### src/rtl/arp_pkg.sv
`timescale 1ns / 1ps
// ----------------------------------------------------------------------------
// arp_pkg
// Shared types and constants of the note arpeggiator: transfer payloads,
// operation and pattern codes, register indexes, controller to datapath
// command and status groups.
// ----------------------------------------------------------------------------
package arp_pkg;

    // input operation codes
    localparam logic [1:0] OP_TICK    = 2'd0;
    localparam logic [1:0] OP_ON      = 2'd1;
    localparam logic [1:0] OP_OFF     = 2'd2;
    localparam logic [1:0] OP_ALL_OFF = 2'd3;

    // pattern modes
    localparam logic [1:0] MODE_UP     = 2'd0;
    localparam logic [1:0] MODE_DOWN   = 2'd1;
    localparam logic [1:0] MODE_UPDOWN = 2'd2;
    localparam logic [1:0] MODE_RANDOM = 2'd3;

    // configuration register indexes
    localparam int         CFG_AW          = 3;
    localparam int         CFG_DW          = 32;
    localparam logic [2:0] CFG_ENABLED     = 3'd0;
    localparam logic [2:0] CFG_PATTERN     = 3'd1;
    localparam logic [2:0] CFG_STEP        = 3'd2;
    localparam logic [2:0] CFG_GATE        = 3'd3;
    localparam logic [2:0] CFG_SEED        = 3'd4;

    // register reset values and limits
    localparam logic [19:0] STEP_RESET = 20'd5513;
    localparam logic [8:0]  GATE_RESET = 9'd205;
    localparam logic [8:0]  GATE_MIN   = 9'd26;
    localparam logic [8:0]  GATE_MAX   = 9'd256;
    localparam logic [31:0] SEED_RESET = 32'd1;
    localparam logic [31:0] LFSR_TAPS  = 32'h8020_0003;

    // input item
    typedef struct packed {
        logic [1:0] op;
        logic [6:0] note;
    } t_item;

    // result item
    typedef struct packed {
        logic       is_note_on;
        logic [6:0] note_number;
        logic       last;
    } t_result;

    // controller commands
    typedef struct packed {
        logic load;
        logic hold;
        logic tick;
        logic pick;
        logic fire;
    } t_cmd;

    // datapath status
    typedef struct packed {
        logic enabled;
        logic step_now;
        logic random;
        logic div_done;
    } t_stat;

endpackage

### src/rtl/arp_modu.sv
`timescale 1ns / 1ps
// ----------------------------------------------------------------------------
// arp_modu
// Bit-serial modulo unit: remainder of a 32-bit value by the held count,
// one restoring step per cycle over the 32 dividend bits, then a done pulse.
// ----------------------------------------------------------------------------
module arp_modu #(
    parameter int MAX_HELD = 16
) (
    input  logic                            i_clk,
    input  logic                            i_rst_n,
    input  logic                            i_start,
    input  logic [31:0]                     i_dividend,
    input  logic [$clog2(MAX_HELD+1)-1:0]   i_divisor,
    output logic                            o_done,
    output logic [$clog2(MAX_HELD)-1:0]     o_rem
);

    localparam int CW = $clog2(MAX_HELD + 1);
    localparam int IW = $clog2(MAX_HELD);

    logic [31:0]   r_dvd, n_dvd;
    logic [CW-1:0] r_rem, n_rem;
    logic [CW-1:0] r_div, n_div;
    logic [4:0]    r_cnt, n_cnt;
    logic          r_busy, n_busy;
    logic          r_done, n_done;
    logic [CW:0]   trial;
    logic [CW:0]   diff;

    // one restoring step
    assign trial = {r_rem, r_dvd[31]};
    assign diff  = trial - {1'b0, r_div};

    always_comb begin
        n_dvd  = r_dvd;
        n_rem  = r_rem;
        n_div  = r_div;
        n_cnt  = r_cnt;
        n_busy = r_busy;
        n_done = 1'b0;
        if (i_start) begin
            n_dvd  = i_dividend;
            n_rem  = '0;
            n_div  = i_divisor;
            n_cnt  = '0;
            n_busy = 1'b1;
        end else if (r_busy) begin
            n_dvd = {r_dvd[30:0], 1'b0};
            n_rem = (trial >= {1'b0, r_div}) ? diff[CW-1:0] : trial[CW-1:0];
            n_cnt = r_cnt + 5'd1;
            if (r_cnt == 5'd31) begin
                n_busy = 1'b0;
                n_done = 1'b1;
            end
        end
    end

    // control registers
    always_ff @(posedge i_clk) begin
        if (!i_rst_n) begin
            r_busy <= 1'b0;
            r_done <= 1'b0;
            r_cnt  <= '0;
        end else begin
            r_busy <= n_busy;
            r_done <= n_done;
            r_cnt  <= n_cnt;
        end
    end

    // operand registers
    always_ff @(posedge i_clk) begin
        r_dvd <= n_dvd;
        r_rem <= n_rem;
        r_div <= n_div;
    end

    assign o_done = r_done;
    assign o_rem  = r_rem[IW-1:0];

`ifndef SYNTHESIS
    // remainder is a valid index into the held set
    a_rem_range: assert property (@(posedge i_clk) disable iff (!i_rst_n)
        r_done |-> (r_rem < r_div))
        else $error("modulo remainder not below divisor");
`endif

endmodule

### src/rtl/arp_dp.sv
`timescale 1ns / 1ps
// ----------------------------------------------------------------------------
// arp_dp
// Arpeggiator datapath: configuration registers, sorted held-note row,
// pattern position, step and gate timers, gate length multiplier, LFSR and
// result register.
// ----------------------------------------------------------------------------
module arp_dp #(
    parameter int MAX_HELD = 16
) (
    input  logic                         i_clk,
    input  logic                         i_rst_n,
    input  arp_pkg::t_cmd                i_cmd,
    output arp_pkg::t_stat               o_stat,
    input  arp_pkg::t_item               i_item,
    input  logic                         i_cfg_we,
    input  logic [arp_pkg::CFG_AW-1:0]   i_cfg_addr,
    input  logic [arp_pkg::CFG_DW-1:0]   i_cfg_data,
    output arp_pkg::t_result             o_result,
    output logic                         o_valid
);

    localparam int CW = $clog2(MAX_HELD + 1);
    localparam int IW = $clog2(MAX_HELD);
    localparam int PW = $clog2(2 * MAX_HELD - 1);

    // configuration
    logic          r_en, n_en;
    logic [1:0]    r_mode, n_mode;
    logic [19:0]   r_step_cfg, n_step_cfg;
    logic [8:0]    r_gate_cfg, n_gate_cfg;
    logic [31:0]   r_lfsr, n_lfsr;
    // item and arpeggio state
    logic [1:0]    r_op, n_op;
    logic [6:0]    r_note, n_note;
    logic [6:0]    r_held [MAX_HELD];
    logic [6:0]    n_held [MAX_HELD];
    logic [CW-1:0] r_count, n_count;
    logic [PW-1:0] r_pos, n_pos;
    logic [19:0]   r_step_cnt, n_step_cnt;
    logic [19:0]   r_gate_cnt, n_gate_cnt;
    logic          r_play_v, n_play_v;
    logic [6:0]    r_play_note, n_play_note;
    logic [28:0]   r_prod, n_prod;
    logic [IW-1:0] r_idx, n_idx;
    arp_pkg::t_result r_res, n_res;
    logic          r_res_valid, n_res_valid;

    logic [MAX_HELD-1:0] gt, eq;
    logic [6:0]    ins_held [MAX_HELD];
    logic [6:0]    del_held [MAX_HELD];
    logic          dup;
    logic [CW-1:0] cnt_up, cnt_dn;
    logic [PW-1:0] len_cur;
    logic [PW:0]   n_ext, p_ext, idx_full, pos_inc;
    logic [PW-1:0] pos_next;
    logic [19:0]   step_eff;
    logic [8:0]    gate_clamp;
    logic [28:0]   gate_sum;
    logic [19:0]   gate_len;
    logic [31:0]   lfsr_adv;
    logic          step_now;
    logic          off_now;
    logic          mod_start;
    logic          mod_done;
    logic [IW-1:0] mod_rem;

    // pattern length for a mode and a held count
    function automatic logic [PW-1:0] f_len(input logic [1:0] mode,
                                            input logic [CW-1:0] cnt);
        logic [PW:0] dbl;
        dbl = {{(PW + 1 - CW){1'b0}}, cnt} << 1;
        if (mode == arp_pkg::MODE_UPDOWN && cnt > CW'(2)) begin
            return PW'(dbl - (PW + 1)'(2));
        end
        return PW'(cnt);
    endfunction

    // per-entry compare against the item note
    always_comb begin
        for (int j = 0; j < MAX_HELD; j++) begin
            gt[j] = (CW'(j) < r_count) && (r_held[j] > r_note);
            eq[j] = (CW'(j) < r_count) && (r_held[j] == r_note);
        end
    end
    assign dup = |eq;

    // row after an insertion: greater entries move up one place
    always_comb begin
        ins_held[0] = (gt[0] || r_count == '0) ? r_note : r_held[0];
        for (int j = 1; j < MAX_HELD; j++) begin
            if (gt[j-1]) begin
                ins_held[j] = r_held[j-1];
            end else if (gt[j] || CW'(j) == r_count) begin
                ins_held[j] = r_note;
            end else begin
                ins_held[j] = r_held[j];
            end
        end
    end

    // row after a removal: matching and greater entries move down one place
    always_comb begin
        for (int j = 0; j < MAX_HELD - 1; j++) begin
            del_held[j] = (gt[j] || eq[j]) ? r_held[j+1] : r_held[j];
        end
        del_held[MAX_HELD-1] = r_held[MAX_HELD-1];
    end

    assign cnt_up  = r_count + CW'(1);
    assign cnt_dn  = r_count - CW'(1);
    assign len_cur = f_len(r_mode, r_count);

    // pattern index and next position
    assign n_ext = {{(PW + 1 - CW){1'b0}}, r_count};
    assign p_ext = {1'b0, r_pos};
    always_comb begin
        case (r_mode)
            arp_pkg::MODE_DOWN: idx_full = n_ext - p_ext - (PW + 1)'(1);
            arp_pkg::MODE_UPDOWN: begin
                if (p_ext >= n_ext) begin
                    idx_full = (n_ext << 1) - (PW + 1)'(2) - p_ext;
                end else begin
                    idx_full = p_ext;
                end
            end
            default: idx_full = p_ext;
        endcase
    end
    assign pos_inc  = p_ext + (PW + 1)'(1);
    assign pos_next = (pos_inc == {1'b0, len_cur}) ? '0 : pos_inc[PW-1:0];

    // step length, gate clamp and rounded gate length
    assign step_eff   = (r_step_cfg == '0) ? 20'd1 : r_step_cfg;
    assign gate_clamp = (r_gate_cfg < arp_pkg::GATE_MIN) ? arp_pkg::GATE_MIN :
                        (r_gate_cfg > arp_pkg::GATE_MAX) ? arp_pkg::GATE_MAX : r_gate_cfg;
    assign gate_sum   = r_prod + 29'd128;
    assign gate_len   = (gate_sum[27:8] == '0) ? 20'd1 : gate_sum[27:8];

    // galois lfsr, one shift per random pick
    assign lfsr_adv = r_lfsr[0] ? ((r_lfsr >> 1) ^ arp_pkg::LFSR_TAPS) : (r_lfsr >> 1);

    assign step_now = (r_step_cnt == '0) && (r_count != '0);
    assign off_now  = r_play_v && (r_gate_cnt == 20'd1 || step_now);

    // modulo unit for random picks
    arp_modu #(
        .MAX_HELD (MAX_HELD)
    ) u_modu (
        .i_clk      (i_clk),
        .i_rst_n    (i_rst_n),
        .i_start    (mod_start),
        .i_dividend (lfsr_adv),
        .i_divisor  (r_count),
        .o_done     (mod_done),
        .o_rem      (mod_rem)
    );

    // next-state logic
    always_comb begin
        n_en        = r_en;
        n_mode      = r_mode;
        n_step_cfg  = r_step_cfg;
        n_gate_cfg  = r_gate_cfg;
        n_lfsr      = r_lfsr;
        n_op        = r_op;
        n_note      = r_note;
        n_held      = r_held;
        n_count     = r_count;
        n_pos       = r_pos;
        n_step_cnt  = r_step_cnt;
        n_gate_cnt  = r_gate_cnt;
        n_play_v    = r_play_v;
        n_play_note = r_play_note;
        n_prod      = r_prod;
        n_idx       = r_idx;
        n_res       = r_res;
        n_res_valid = 1'b0;
        mod_start   = 1'b0;

        // latch the accepted item
        if (i_cmd.load) begin
            n_op   = i_item.op;
            n_note = i_item.note;
        end

        // held set update
        if (i_cmd.hold) begin
            case (r_op)
                arp_pkg::OP_ON: begin
                    if (!dup && r_count < CW'(MAX_HELD)) begin
                        n_held  = ins_held;
                        n_count = cnt_up;
                        n_pos   = (r_pos >= f_len(r_mode, cnt_up)) ? '0 : r_pos;
                    end
                end
                arp_pkg::OP_OFF: begin
                    if (dup) begin
                        n_held  = del_held;
                        n_count = cnt_dn;
                        n_pos   = (r_pos >= f_len(r_mode, cnt_dn)) ? '0 : r_pos;
                    end
                end
                arp_pkg::OP_ALL_OFF: begin
                    n_count = '0;
                    n_pos   = '0;
                end
                default: ;
            endcase
        end

        // gate and step timers, note-off of the sounding note
        if (i_cmd.tick) begin
            if (r_gate_cnt != '0) begin
                n_gate_cnt = r_gate_cnt - 20'd1;
            end
            if (off_now) begin
                n_res.is_note_on  = 1'b0;
                n_res.note_number = r_play_note;
                n_res.last        = !step_now;
                n_res_valid       = 1'b1;
                n_play_v          = 1'b0;
            end
            n_step_cnt = ((r_step_cnt == '0) ? step_eff : r_step_cnt) - 20'd1;
        end

        // gate length product and next pattern index
        if (i_cmd.pick) begin
            n_prod = 29'(step_eff) * 29'(gate_clamp);
            if (r_mode == arp_pkg::MODE_RANDOM) begin
                n_lfsr    = lfsr_adv;
                mod_start = 1'b1;
            end else begin
                n_idx = idx_full[IW-1:0];
                n_pos = pos_next;
            end
        end

        if (mod_done) begin
            n_idx = mod_rem;
        end

        // note-on of the picked note
        if (i_cmd.fire) begin
            n_play_note       = r_held[r_idx];
            n_play_v          = 1'b1;
            n_gate_cnt        = gate_len;
            n_res.is_note_on  = 1'b1;
            n_res.note_number = r_held[r_idx];
            n_res.last        = 1'b1;
            n_res_valid       = 1'b1;
        end

        // configuration writes
        if (i_cfg_we) begin
            case (i_cfg_addr)
                arp_pkg::CFG_ENABLED: begin
                    n_en = i_cfg_data[0];
                    if (!i_cfg_data[0]) begin
                        n_count     = '0;
                        n_pos       = '0;
                        n_step_cnt  = '0;
                        n_gate_cnt  = '0;
                        n_play_v    = 1'b0;
                        n_play_note = '0;
                    end
                end
                arp_pkg::CFG_PATTERN: begin
                    n_mode = i_cfg_data[1:0];
                    n_pos  = (r_pos >= f_len(i_cfg_data[1:0], r_count)) ? '0 : r_pos;
                end
                arp_pkg::CFG_STEP: n_step_cfg = i_cfg_data[19:0];
                arp_pkg::CFG_GATE: n_gate_cfg = i_cfg_data[8:0];
                arp_pkg::CFG_SEED: n_lfsr     = i_cfg_data[31:0];
                default: ;
            endcase
        end
    end

    // control registers
    always_ff @(posedge i_clk) begin
        if (!i_rst_n) begin
            r_en        <= 1'b1;
            r_mode      <= arp_pkg::MODE_UP;
            r_step_cfg  <= arp_pkg::STEP_RESET;
            r_gate_cfg  <= arp_pkg::GATE_RESET;
            r_lfsr      <= arp_pkg::SEED_RESET;
            r_count     <= '0;
            r_pos       <= '0;
            r_step_cnt  <= '0;
            r_gate_cnt  <= '0;
            r_play_v    <= 1'b0;
            r_play_note <= '0;
            r_res_valid <= 1'b0;
        end else begin
            r_en        <= n_en;
            r_mode      <= n_mode;
            r_step_cfg  <= n_step_cfg;
            r_gate_cfg  <= n_gate_cfg;
            r_lfsr      <= n_lfsr;
            r_count     <= n_count;
            r_pos       <= n_pos;
            r_step_cnt  <= n_step_cnt;
            r_gate_cnt  <= n_gate_cnt;
            r_play_v    <= n_play_v;
            r_play_note <= n_play_note;
            r_res_valid <= n_res_valid;
        end
    end

    // payload registers
    always_ff @(posedge i_clk) begin
        r_op   <= n_op;
        r_note <= n_note;
        r_held <= n_held;
        r_prod <= n_prod;
        r_idx  <= n_idx;
        r_res  <= n_res;
    end

    assign o_stat.enabled  = r_en;
    assign o_stat.step_now = step_now;
    assign o_stat.random   = (r_mode == arp_pkg::MODE_RANDOM);
    assign o_stat.div_done = mod_done;
    assign o_result        = r_res;
    assign o_valid         = r_res_valid;

`ifndef SYNTHESIS
    // held set never exceeds its capacity
    a_count_max: assert property (@(posedge i_clk) disable iff (!i_rst_n)
        r_count <= CW'(MAX_HELD))
        else $error("held count above capacity");

    // position stays inside the pattern
    a_pos_range: assert property (@(posedge i_clk) disable iff (!i_rst_n)
        (r_count != '0) |-> (r_pos < len_cur))
        else $error("pattern position out of range");

    // empty set keeps the position at the start
    a_pos_empty: assert property (@(posedge i_clk) disable iff (!i_rst_n)
        (r_count == '0) |-> (r_pos == '0))
        else $error("position nonzero with empty set");

    // a note-on always closes its tick
    a_on_last: assert property (@(posedge i_clk) disable iff (!i_rst_n)
        (r_res_valid && r_res.is_note_on) |-> r_res.last)
        else $error("note-on not marked last");
`endif

endmodule

### src/rtl/arp_ctrl.sv
`timescale 1ns / 1ps
// ----------------------------------------------------------------------------
// arp_ctrl
// Arpeggiator controller: sequences a held-set update or the tick steps
// (timers, gate product and pick, optional modulo wait, note-on).
// ----------------------------------------------------------------------------
module arp_ctrl (
    input  logic            i_clk,
    input  logic            i_rst_n,
    input  logic            i_start,
    input  logic [1:0]      i_op,
    input  arp_pkg::t_stat  i_stat,
    output arp_pkg::t_cmd   o_cmd,
    output logic            o_busy
);

    typedef enum logic [5:0] {
        S_IDLE = 6'b000001,
        S_NOTE = 6'b000010,
        S_TICK = 6'b000100,
        S_PICK = 6'b001000,
        S_DIV  = 6'b010000,
        S_FIRE = 6'b100000
    } t_state;

    t_state r_state, n_state;

    // state transitions
    always_comb begin
        n_state = r_state;
        case (r_state)
            S_IDLE: begin
                if (i_start) begin
                    n_state = (i_op == arp_pkg::OP_TICK) ? S_TICK : S_NOTE;
                end
            end
            S_NOTE: n_state = S_IDLE;
            S_TICK: n_state = (i_stat.enabled && i_stat.step_now) ? S_PICK : S_IDLE;
            S_PICK: n_state = i_stat.random ? S_DIV : S_FIRE;
            S_DIV:  n_state = i_stat.div_done ? S_FIRE : S_DIV;
            S_FIRE: n_state = S_IDLE;
            default: n_state = S_IDLE;
        endcase
    end

    always_ff @(posedge i_clk) begin
        if (!i_rst_n) begin
            r_state <= S_IDLE;
        end else begin
            r_state <= n_state;
        end
    end

    // commands to the datapath
    assign o_cmd.load = (r_state == S_IDLE) && i_start;
    assign o_cmd.hold = (r_state == S_NOTE);
    assign o_cmd.tick = (r_state == S_TICK) && i_stat.enabled;
    assign o_cmd.pick = (r_state == S_PICK);
    assign o_cmd.fire = (r_state == S_FIRE);
    assign o_busy     = (r_state != S_IDLE);

endmodule

### src/rtl/note_arpeggiator.sv
`timescale 1ns / 1ps
// A note on/off/all-off item keeps busy high for 1 cycle after the transfer.
// A tick without a step keeps busy 1 cycle; a note-off is registered in the tick state.
// A step in up, down or up-down keeps busy through the tick, pick and fire states.
// The note-on is registered in fire; random mode also waits in divide for the modulo unit.
// Results cannot be stalled; reset is synchronous active low and leaves the block idle
// with an empty held set and registers at their defaults.
// ----------------------------------------------------------------------------
// note_arpeggiator
// Arpeggiator top level: controller and datapath, command-style item port,
// strobed result port and register write port.
// ----------------------------------------------------------------------------
module note_arpeggiator #(
    parameter int MAX_HELD = 16
) (
    input  logic                         i_clk,
    input  logic                         i_rst_n,
    input  logic                         start,
    output logic                         busy,
    input  arp_pkg::t_item               i_item,
    output arp_pkg::t_result             o_result,
    output logic                         o_valid,
    input  logic                         i_cfg_we,
    input  logic [arp_pkg::CFG_AW-1:0]   i_cfg_addr,
    input  logic [arp_pkg::CFG_DW-1:0]   i_cfg_data
);

    arp_pkg::t_cmd  cmd;
    arp_pkg::t_stat stat;

    // sequencer
    arp_ctrl u_ctrl (
        .i_clk   (i_clk),
        .i_rst_n (i_rst_n),
        .i_start (start),
        .i_op    (i_item.op),
        .i_stat  (stat),
        .o_cmd   (cmd),
        .o_busy  (busy)
    );

    // held set, timers and result register
    arp_dp #(
        .MAX_HELD (MAX_HELD)
    ) u_dp (
        .i_clk      (i_clk),
        .i_rst_n    (i_rst_n),
        .i_cmd      (cmd),
        .o_stat     (stat),
        .i_item     (i_item),
        .i_cfg_we   (i_cfg_we),
        .i_cfg_addr (i_cfg_addr),
        .i_cfg_data (i_cfg_data),
        .o_result   (o_result),
        .o_valid    (o_valid)
    );

endmodule

### config.mk
export PLATFORM = sky130hd
export DESIGN_NAME = note_arpeggiator
export DESIGN_NICKNAME = d
export VERILOG_FILES = /design/src/rtl/arp_pkg.sv /design/src/rtl/arp_modu.sv /design/src/rtl/arp_dp.sv /design/src/rtl/arp_ctrl.sv /design/src/rtl/note_arpeggiator.sv
export SDC_FILE = /design/constraint.sdc
export NUM_CORES = 1
export LEC_CHECK = 0
export ABC_AREA = 1
export BUFFER_PORTS_ARGS = -buffer_cell sky130_fd_sc_hd__buf_2
export CORE_MARGIN = 2
export CORE_UTILIZATION = 60
export DETAILED_ROUTE_END_ITERATION = 7
export HOLD_SLACK_MARGIN = 0.1
export PLACE_DENSITY = 0.77
export SLEW_MARGIN = 25
export SYNTH_ARGS = -nofsm -noshare
export SYNTH_HDL_FRONTEND = slang
export SYNTH_SLANG_ARGS = --single-unit
### constraint.sdc
create_clock -name i_clk -period 12.94 [get_ports i_clk]
set_clock_uncertainty 0.05 [all_clocks]
set_input_delay 3.235 -clock i_clk [delete_from_list [all_inputs] [get_ports i_clk]]
set_output_delay 3.235 -clock i_clk [all_outputs]
set_load 0.05 [all_outputs]
== Word-level counts from Yosys, hierarchy flattened ==
Index checks and enable logic that the tools add are counted.
Widths: inputs -> output; s select.
Operators by class
  mux-type cells: 156
  equality and inequality tests: 87
  reduce and logical (&&, ||, !) cells: 116
  $mul: 1
  bitwise logic cells: 5
  $lt $le $gt $ge: 44
  add/subtract/negate cells: 14
Operators with widths (number)
  $mux 7: 52
  $mux 20: 13
  $mux 112: 2
  $mux 32: 7
  $pmux 112 s2: 1
  $mux 5: 34
  $eq 7x7->1: 16
  $gt 7x7->1: 16
  $reduce_and 6->1: 15
  $logic_not 20->1: 3
  $logic_and 1x1->1: 42
  $ne 3x1->1 const B: 14
  $eq 4x5->1 const A: 8
  $lt 4x5->1 const A: 8
  $sub 20x1->20 const B: 2
  $ne 2x1->1 const B: 19
  $logic_or 1x1->1: 32
  $pmux 5 s3: 2
  $add 28x8->28 const B: 1
  $bmux 7 s4: 1
  $mul 20x9->28: 1
  $mux 1: 27
  $mux 8: 3
  $pmux 6 s4: 1
  other kinds (58): 103
Storage, ports and cells
  output and inout bits: 11
  register bits: 340
  logic and storage cells: 465

== Logic depth before layout (Yosys ltp) ==
Gate-level depths: netlist (run 1).
  depth after elaboration: 22
  depth in mapped cells: 25
  depth with buffers taken out: 25

== Hierarchy ==
From an unflattened synthesis (run 1), not the netlist that was laid out.
Unflattened totals
  cells, all modules: 3659
  area total of the unflattened synthesis: 27383.8 um2
By module, submodules not included
  arp_dp: sequential area each 7096.8 um2, cells an instance 3345, area each 24624.9 um2, instances 1
  arp_modu: sequential area each 1351.3 um2, cells an instance 259, area each 2373.5 um2, instances 1
  arp_ctrl: sequential area each 120.1 um2, cells an instance 55, area each 385.4 um2, instances 1

== Worst setup path before layout (run 1) ==
Ideal clock, no wire load.
  path kind: reg-to-reg
  from: reg u_dp.r_gate_cfg[8]
  to: reg u_dp.r_prod[22] (data pin)
  path buffers: 1
  arrival: 4912 ps
  clock period less this slack: 5227 ps
  setup slack: 7713 ps
  cell stages (with the launch flop): 22
  library setup time: 265 ps
  path through: dfxtp_1 inv_2 a21oi_1 inv_1 a21oi_1 clkbuf_1 nor2_1 fa_1 fa_1 fa_1 inv_1 fa_1 inv_1 ha_1 a21oi_1 o21a_1 inv_1 a21oi_1 nor2_1 a211oi_1 o21ai_0 xor2_1
Between the ends
  longest elaborated chain between the ends: 4
  elaborated cells between the ends (all ways): 5
Ends and longest elaborated chain
  start: declaration: line arp_dp.sv:31  | logic [8:0] r_gate_cfg, n_gate_cfg;
  start signal: assignment: line arp_dp.sv:286  | r_gate_cfg <= arp_pkg::GATE_RESET;
  start signal: assignment: line arp_dp.sv:299  | r_gate_cfg <= n_gate_cfg;
  $gt 9x9->1: line arp_dp.sv:136  | (r_gate_cfg > arp_pkg::GATE_MAX) ? arp_pkg::GATE_MAX : r_gate_cfg;
  $mux 9: line arp_dp.sv:136
  $mux 9 (*): line arp_dp.sv:135  | assign gate_clamp = (r_gate_cfg < arp_pkg::GATE_MIN) ? arp_pkg::GATE_MIN :
  $mul 20x9->28 (*): line arp_dp.sv:229  | n_prod = 29'(step_eff) * 29'(gate_clamp);
  end signal: assignment: line arp_dp.sv:316  | r_prod <= n_prod;
  end: declaration: line arp_dp.sv:44  | logic [28:0] r_prod, n_prod;
Every way passes the cells marked *; elsewhere a longest branch is shown, timed or not.
A chain may end at the register's enable or synchronous reset.

== Final worst setup path (run 1) ==
Ends and elaborated chain as after synthesis.

==> results.md, run 1 <==
- Clock power share: 35.6%
- Critical path type: register to register
- Comb power frac: 27.6%
- YS warnings: 0
- Area of the multi-input gates: 0.0159 mm^2
- EDFF count, synth: 190
- Fin crit period: 6.34 ns
- Synth cell count leaders: nand2_1, inv_1, o21ai_0
- Diodes inserted: 0
- Synth Flop Type: edfxtp_1
- Synth area leader: edfxtp_1
- Sequential share of the synthesized area: 31.8%
- CTS sink count: 333
- Clock Root Buffer: clkbuf_16
- GP Congestion: 0.944
- PortBufs: 58
- Share of layout cells above drive strength 1: 5.33%
- Final setup viols: 0
- Post-Route WL: 76.8 mm
- Leakage power: 13.6 nW
- Vias in the first global route: 24600
- Mapped cell area: 0.0269 mm^2
- Largest net degree at the start of global routing: 96
- Hold depth: 2
- Grt total ovfl: 0
- DR WL met2: 35.5 mm
- Maximum fanout along the worst path: 24
- R2r setup slk: 6.60 ns
- Startpoint types: register
- Row count: 77
- Number of max-cap violations: 0
- M1 WL: 30.8 mm
- Post-Syn Instances: 3573
- Routed Antenna Nets: 0
- Crit path capture type: register
- Drt initial violations: 2682
- Synth area leaders: edfxtp_1, dfxtp_1, nand2_1
- Syn_area_per_cell: 7.54 um^2
- Yosys cell types: 57
- Hold Fails Final Rpt: 0
- Die ar.: 0.0466 mm^2
- Initial antenna violation count: 1
- Post-CTS sizing: 0
- Post-CTS Hold Buffers: 0
- Fillcell total: 3885
- Sw Share: 32.9%
- DRT Pass-1 Iters: 8
- Vias per cell: 5.97
- Slew HR: 28.5%
- Internal power: 2.17 mW
- Total track usage: 32.9%
- Post-CTS Setup Repair Bufs: 0
- DR WL/cell: 18.4 um
- Yosys top cell area share: 21.2%
- Period utilization: 49.0%
- Peak supply drop: 107 uV
- FFs w/ async S/R, synth: 0%
- Clk_lat worst skew: 0.57 ns
- H-tree depth: 2
- Most common cell in the synthesized netlist: nand2_1
- Met3 routed WL: 7.32 mm
- Clock Pin Slew Worst Setup and Hold Paths: 0.06 ns
- Power Density: 112 mW/mm^2
- Highest metal used: met5
- Sw power: 1.06 mW
- Total area of sequential cells: 0.00857 mm^2
- R2R cell count: 19
- Actual slew at the worst max-slew pin: 1.07 ns
- Final core utilization: 65.4%
- Fmax: 158 MHz
- Area grow syn2layout: 7.52%
- First-pass GRT wire length: 124 mm
- Total core area: 0.0443 mm^2
- # DRC: 0
- Die H: 216 um
- Crit path arrival time: 6.60 ns
- Sequential Power Share: 36.7%
- Final HPWL DP: 56.2 mm
- Fin Setup TNS: 0 ns
- Max Slew Vio Count: 0
- Starting density of the core: 60.8%
- TritonCTS clock tree: yes
- Outcome: complete, no violations
- RSZ-0062 raised after global routing: false
- Clock buffer depth: 3
- Die Span X: 216 um
- Via count: 24900
- Number of CTS-inserted buffers: 39
- Fin nets: 3933
- Worst EP required: 13.20 ns
- Boundary pin count: 59
- Seq cells post-synth: 333
- Syn Nets: 3954
- Hold Crit Class: register to register
cells by family after synthesis:
family / synth area share (%)
and+or+nand+nor: 20.4
DFF: 31.8
buffers and inverters: 9.43
xor gates and xnor gates: 2.11
AOI/OAI and AO/OA: 17.2
adders and majority gates: 19.0
through the flow:
step	cell area [um^2]	setup WS (ns)	hold WS [ns]	cells	power, mW
finish	29000	6.60	0.393	4173	3.23
global route	29000	6.30	0.428	4173	3.42
CTS	28900	6.71	0.398	4172	3.23
detailed placement	27600	6.77	0.383	4102	2.09
global placement	27600	6.89	0.379	4101	2.07
floorplan	26900	7.71	0.359	3573	1.86
registers in the layout, indices dropped and copies added (netlist names), 2 cells and up:
name	count
u_dp.r_held	105
u_dp.r_mode	2
u_dp.r_idx	4
u_dp.u_modu.r_dvd	32
u_dp.u_modu.r_cnt	5
u_dp.r_count	5
u_dp.r_step_cnt	20
u_dp.r_step_cfg	20
u_dp.u_modu.r_rem	5
u_dp.r_pos	5
u_dp.r_op	2
u_dp.r_play_note	7
u_dp.r_gate_cnt	20
u_dp.r_note	7
u_dp.r_gate_cfg	9
u_dp.r_lfsr	32
u_dp.o_result	9
u_dp.r_prod	21
u_dp.del_held	7
u_dp.u_modu.r_div	5
u_ctrl.r_state	6
cell type report:
class	count	share of cell area, %
multi-input cells	2570	54.8
flip-flops and latches	333	29.6
inverters	524	6.79
clock buffers	52	3.75
well taps	592	2.56
repair buffers	84	1.76
clock inverters	18	0.760
critical path: stages (launching register included):
cell,delay (ns)
dfxtp_1,0.87
inv_2,0.09
a21oi_1,0.38
nor2_1,0.26
inv_1,0.54
nor2_1,0.13
fa_1,0.60
fa_1,0.47
fa_1,0.55
inv_1,0.05
fa_1,0.53
inv_1,0.04
ha_1,0.34
a21oi_1,0.29
o21ai_0,0.15
a21oi_1,0.19
nor2_1,0.06
a211oi_1,0.16
o21ai_0,0.15
xor2_1,0.16
power groups by stage:
stage | Clock (mW) | Sequential [mW] | Combinational [mW]
final | 1.15 | 1.19 | 0.893
after global routing | 1.20 | 1.19 | 1.02
after detailed placement | 0 | 1.21 | 0.879
after global placement | 0 | 1.21 | 0.862
after CTS | 1.16 | 1.19 | 0.885
after floorplan | 0 | 1.20 | 0.661
path summary, 6_finish.rpt:
check,startpoint,endpoint
setup / recovery,u_dp.r_gate_cfg[8]$_SDFFE_PN0P_,u_dp.r_prod[22]$_DFFE_PP_
hold / removal,u_dp.o_result[8]$_SDFFE_PP1P_,u_dp.o_result[8]$_SDFFE_PP1P_
hold reg to reg,u_dp.o_result[8]$_SDFFE_PP1P_,u_dp.o_result[8]$_SDFFE_PP1P_
setup reg to reg,u_dp.r_gate_cfg[8]$_SDFFE_PN0P_,u_dp.r_prod[22]$_DFFE_PP_
placed cells by master (no fill, tap or decap), types with 6 or more instances in the layout:
cell       synthesis  layout
a211oi_1           6       6
a21o_1             9       9
a21oi_1          304     304
a31oi_1           11      11
buf_2             10      58
buf_4              3      24
clkbuf_1         124       8
clkbuf_16          0      40
clkinv_1           8      12
clkinv_2           0       7
dfxtp_1          143     143
edfxtp_1         190     190
fa_1             128     128
ha_1             205     204
inv_1            509     505
inv_2              7      10
nand2_1          705     705
nand3_1          170     169
nand3b_1           6       6
nand4_1           33      33
nor2_1           329     326
nor2_2             4       6
nor3_1            22      22
nor4_1            16      16
o211ai_1          66      66
o21a_1             9       9
o21ai_0          412     411
o22ai_1            6       6
xnor2_1           17      17
xor2_1            48      48
metal layers:
layer  GRT usage (%)  vias up
li1                -    11800
met1            42.3    11600
met2            54.4     1235
met3            5.84      224
met4            14.5        2
met5               0        -
(Power assumes the default switching activity.)
==> inputs of run 2 (changes only) <==
clock period = 6.6 ns   (was 12.94 ns; I/O delays follow)
==> results.md, run 2 (synthesis gave the netlist of run 1 again) <==
- Commonest non-fill, non-tap cell in the layout: nand2_1
- Slew HR: 28.6%
- Final HPWL DP: 57.1 mm
- DRT Pass-1 Iters: 6
- Internal power: 4.25 mW
- Drt initial violations: 3076
- Crit path arrival time: 6.14 ns
- Total power: 6.34 mW
- H-tree depth: 2
- First-pass GRT wire length: 125 mm
- Routed Antenna Nets: 0
- Power Density: 218 mW/mm^2
- Hold Fails Final Rpt: 0
- Vias per cell: 6.01
- Met2 usage: 54.8%
- Area grow syn2layout: 7.74%
- Crit path capture type: register
- Fin Setup TNS: 0 ns
- Number of CTS-inserted buffers: 40
- Die H: 216 um
- Hold depth: 2
- Post-Route WL: 77.8 mm
- # DRC: 0
- DR WL/cell: 18.6 um
- Actual slew at the worst max-slew pin: 1.07 ns
- Initial antenna violation count: 0
- Post-CTS Hold Buffers: 0
- Largest register FFs: 105
- Comb power frac: 27.6%
- Row count: 77
- Post-CTS sizing: 0
- Total track usage: 33.2%
- WHS: 0.394 ns
- Startpoint types: register
- Sw Share: 33.0%
- Sequential Power Share: 36.6%
- Worst EP required: 6.86 ns
- RSZ-0062 raised after global routing: false
- Fmax: 170 MHz
- Period utilization: 89.2%
- Share of layout cells above drive strength 1: 5.38%
- Hold Crit Class: register to register
- Diodes inserted: 0
- Sw power: 2.09 mW
- Number of max-cap violations: 0
- Final setup viols: 0
- Largest net degree at the start of global routing: 96
- GRT Max-Usage Layer: met2
- Vias in the first global route: 24300
- Grt total ovfl: 0
- Boundary pin count: 59
- Fillcell total: 3845
- Clk_lat worst skew: 0.57 ns
- Largest Register: u_dp.r_held
- Die ar.: 0.0466 mm^2
- Clock Root Buffer: clkbuf_16
- PortBufs: 58
- CTS sink count: 333
- Starting density of the core: 60.8%
- Clock power share: 35.7%
- Outcome: complete, no violations
- Clock Pin Slew Worst Setup and Hold Paths: 0.06 ns
- Via count: 25100
- Clock buffer depth: 3
- Critical path type: register to register
- Total core area: 0.0443 mm^2
- GP Congestion: 0.978
- M3 GR Usage: 5.82%
- Post-CTS Setup Repair Bufs: 0
- R2R cell count: 22
- Maximum fanout along the worst path: 18
- M1 GR Usage: 43.4%
- Fin crit period: 5.89 ns
- Largest registers: u_dp.r_held (105), u_dp.r_lfsr (32), u_dp.u_modu.r_dvd (32)
- Fin nets: 3939
- Leakage power: 13.6 nW
- TritonCTS clock tree: yes
- Max Slew Vio Count: 0
- Peak supply drop: 208 uV
- Most frequent cells in the layout: nand2_1, inv_1, o21ai_0
- Die Span X: 216 um
==> run 2: area by class of cell <==
cell class / count / area [um^2] / area share (%)
tap: 592 / 741 / 2.55
multi-input combinational: 2570 / 15900 / 54.7
clock inverter: 20 / 210 / 0.724
sequential: 333 / 8570 / 29.5
inverter: 524 / 1970 / 6.78
timing repair buffer: 89 / 541 / 1.86
clock buffer: 52 / 1120 / 3.85
==> run 2: layer usage <==
metal / vias to the layer above / share of wire [%]
li1: 11800 / -
met1: 11800 / 40
met2: 1258 / 46
met3: 241 / 9.7
met4: 0 / 4.2
met5: - / 0
==> run 2: final timing paths <==
kind / startpoint / endpoint / slack, ns
setup / recovery: u_dp.r_gate_cfg[2]$_SDFFE_PN1P_ / u_dp.r_prod[27]$_DFFE_PP_ / 0.71
hold / removal: u_dp.o_result[8]$_SDFFE_PP1P_ / u_dp.o_result[8]$_SDFFE_PP1P_ / 0.39
setup reg to reg: u_dp.r_gate_cfg[2]$_SDFFE_PN1P_ / u_dp.r_prod[27]$_DFFE_PP_ / 0.71
hold reg to reg: u_dp.o_result[8]$_SDFFE_PP1P_ / u_dp.o_result[8]$_SDFFE_PP1P_ / 0.39
==> run 2: metrics by stage <==
| stage | instance area (um^2) | setup slack [ns] | utilization [%] | std cells |
|---|---|---|---|---|
| finish | 29000 | 0.715 | 65.5 | 4180 |
| global route | 29000 | 0.369 | 65.5 | 4180 |
| CTS | 29000 | 0.792 | 65.4 | 4179 |
| detailed placement | 27700 | 0.818 | 62.4 | 4107 |
| global placement | 27700 | 0.980 | 62.4 | 4106 |
| floorplan | 26900 | 1.37 | - | 3573 |
==> run 2: power groups by stage <==
stage	Combinational (mW)	Sequential, mW	Clock [mW]
after floorplan	1.30	2.35	0
after global placement	1.69	2.36	0
after detailed placement	1.72	2.36	0
after CTS	1.74	2.32	2.28
after global routing	2.00	2.32	2.36
final	1.75	2.32	2.27
==> run 2: critical path, stage by stage, from the launching register on <==
cell and delay (ns):
dfxtp_1 0.32, inv_1 0.14, a21oi_1 0.12, o21ai_0 0.37, clkinv_1 0.60, nand2_1 0.26
fa_1 0.44, inv_1 0.11, fa_1 0.44, fa_1 0.50, inv_1 0.06, fa_1 0.55
inv_1 0.05, ha_1 0.38, a21oi_1 0.23, o21ai_0 0.15, o21bai_1 0.22, a21oi_1 0.27
inv_1 0.09, nand3_1 0.10, nand2_1 0.07, nand2_1 0.06, nand2_1 0.05
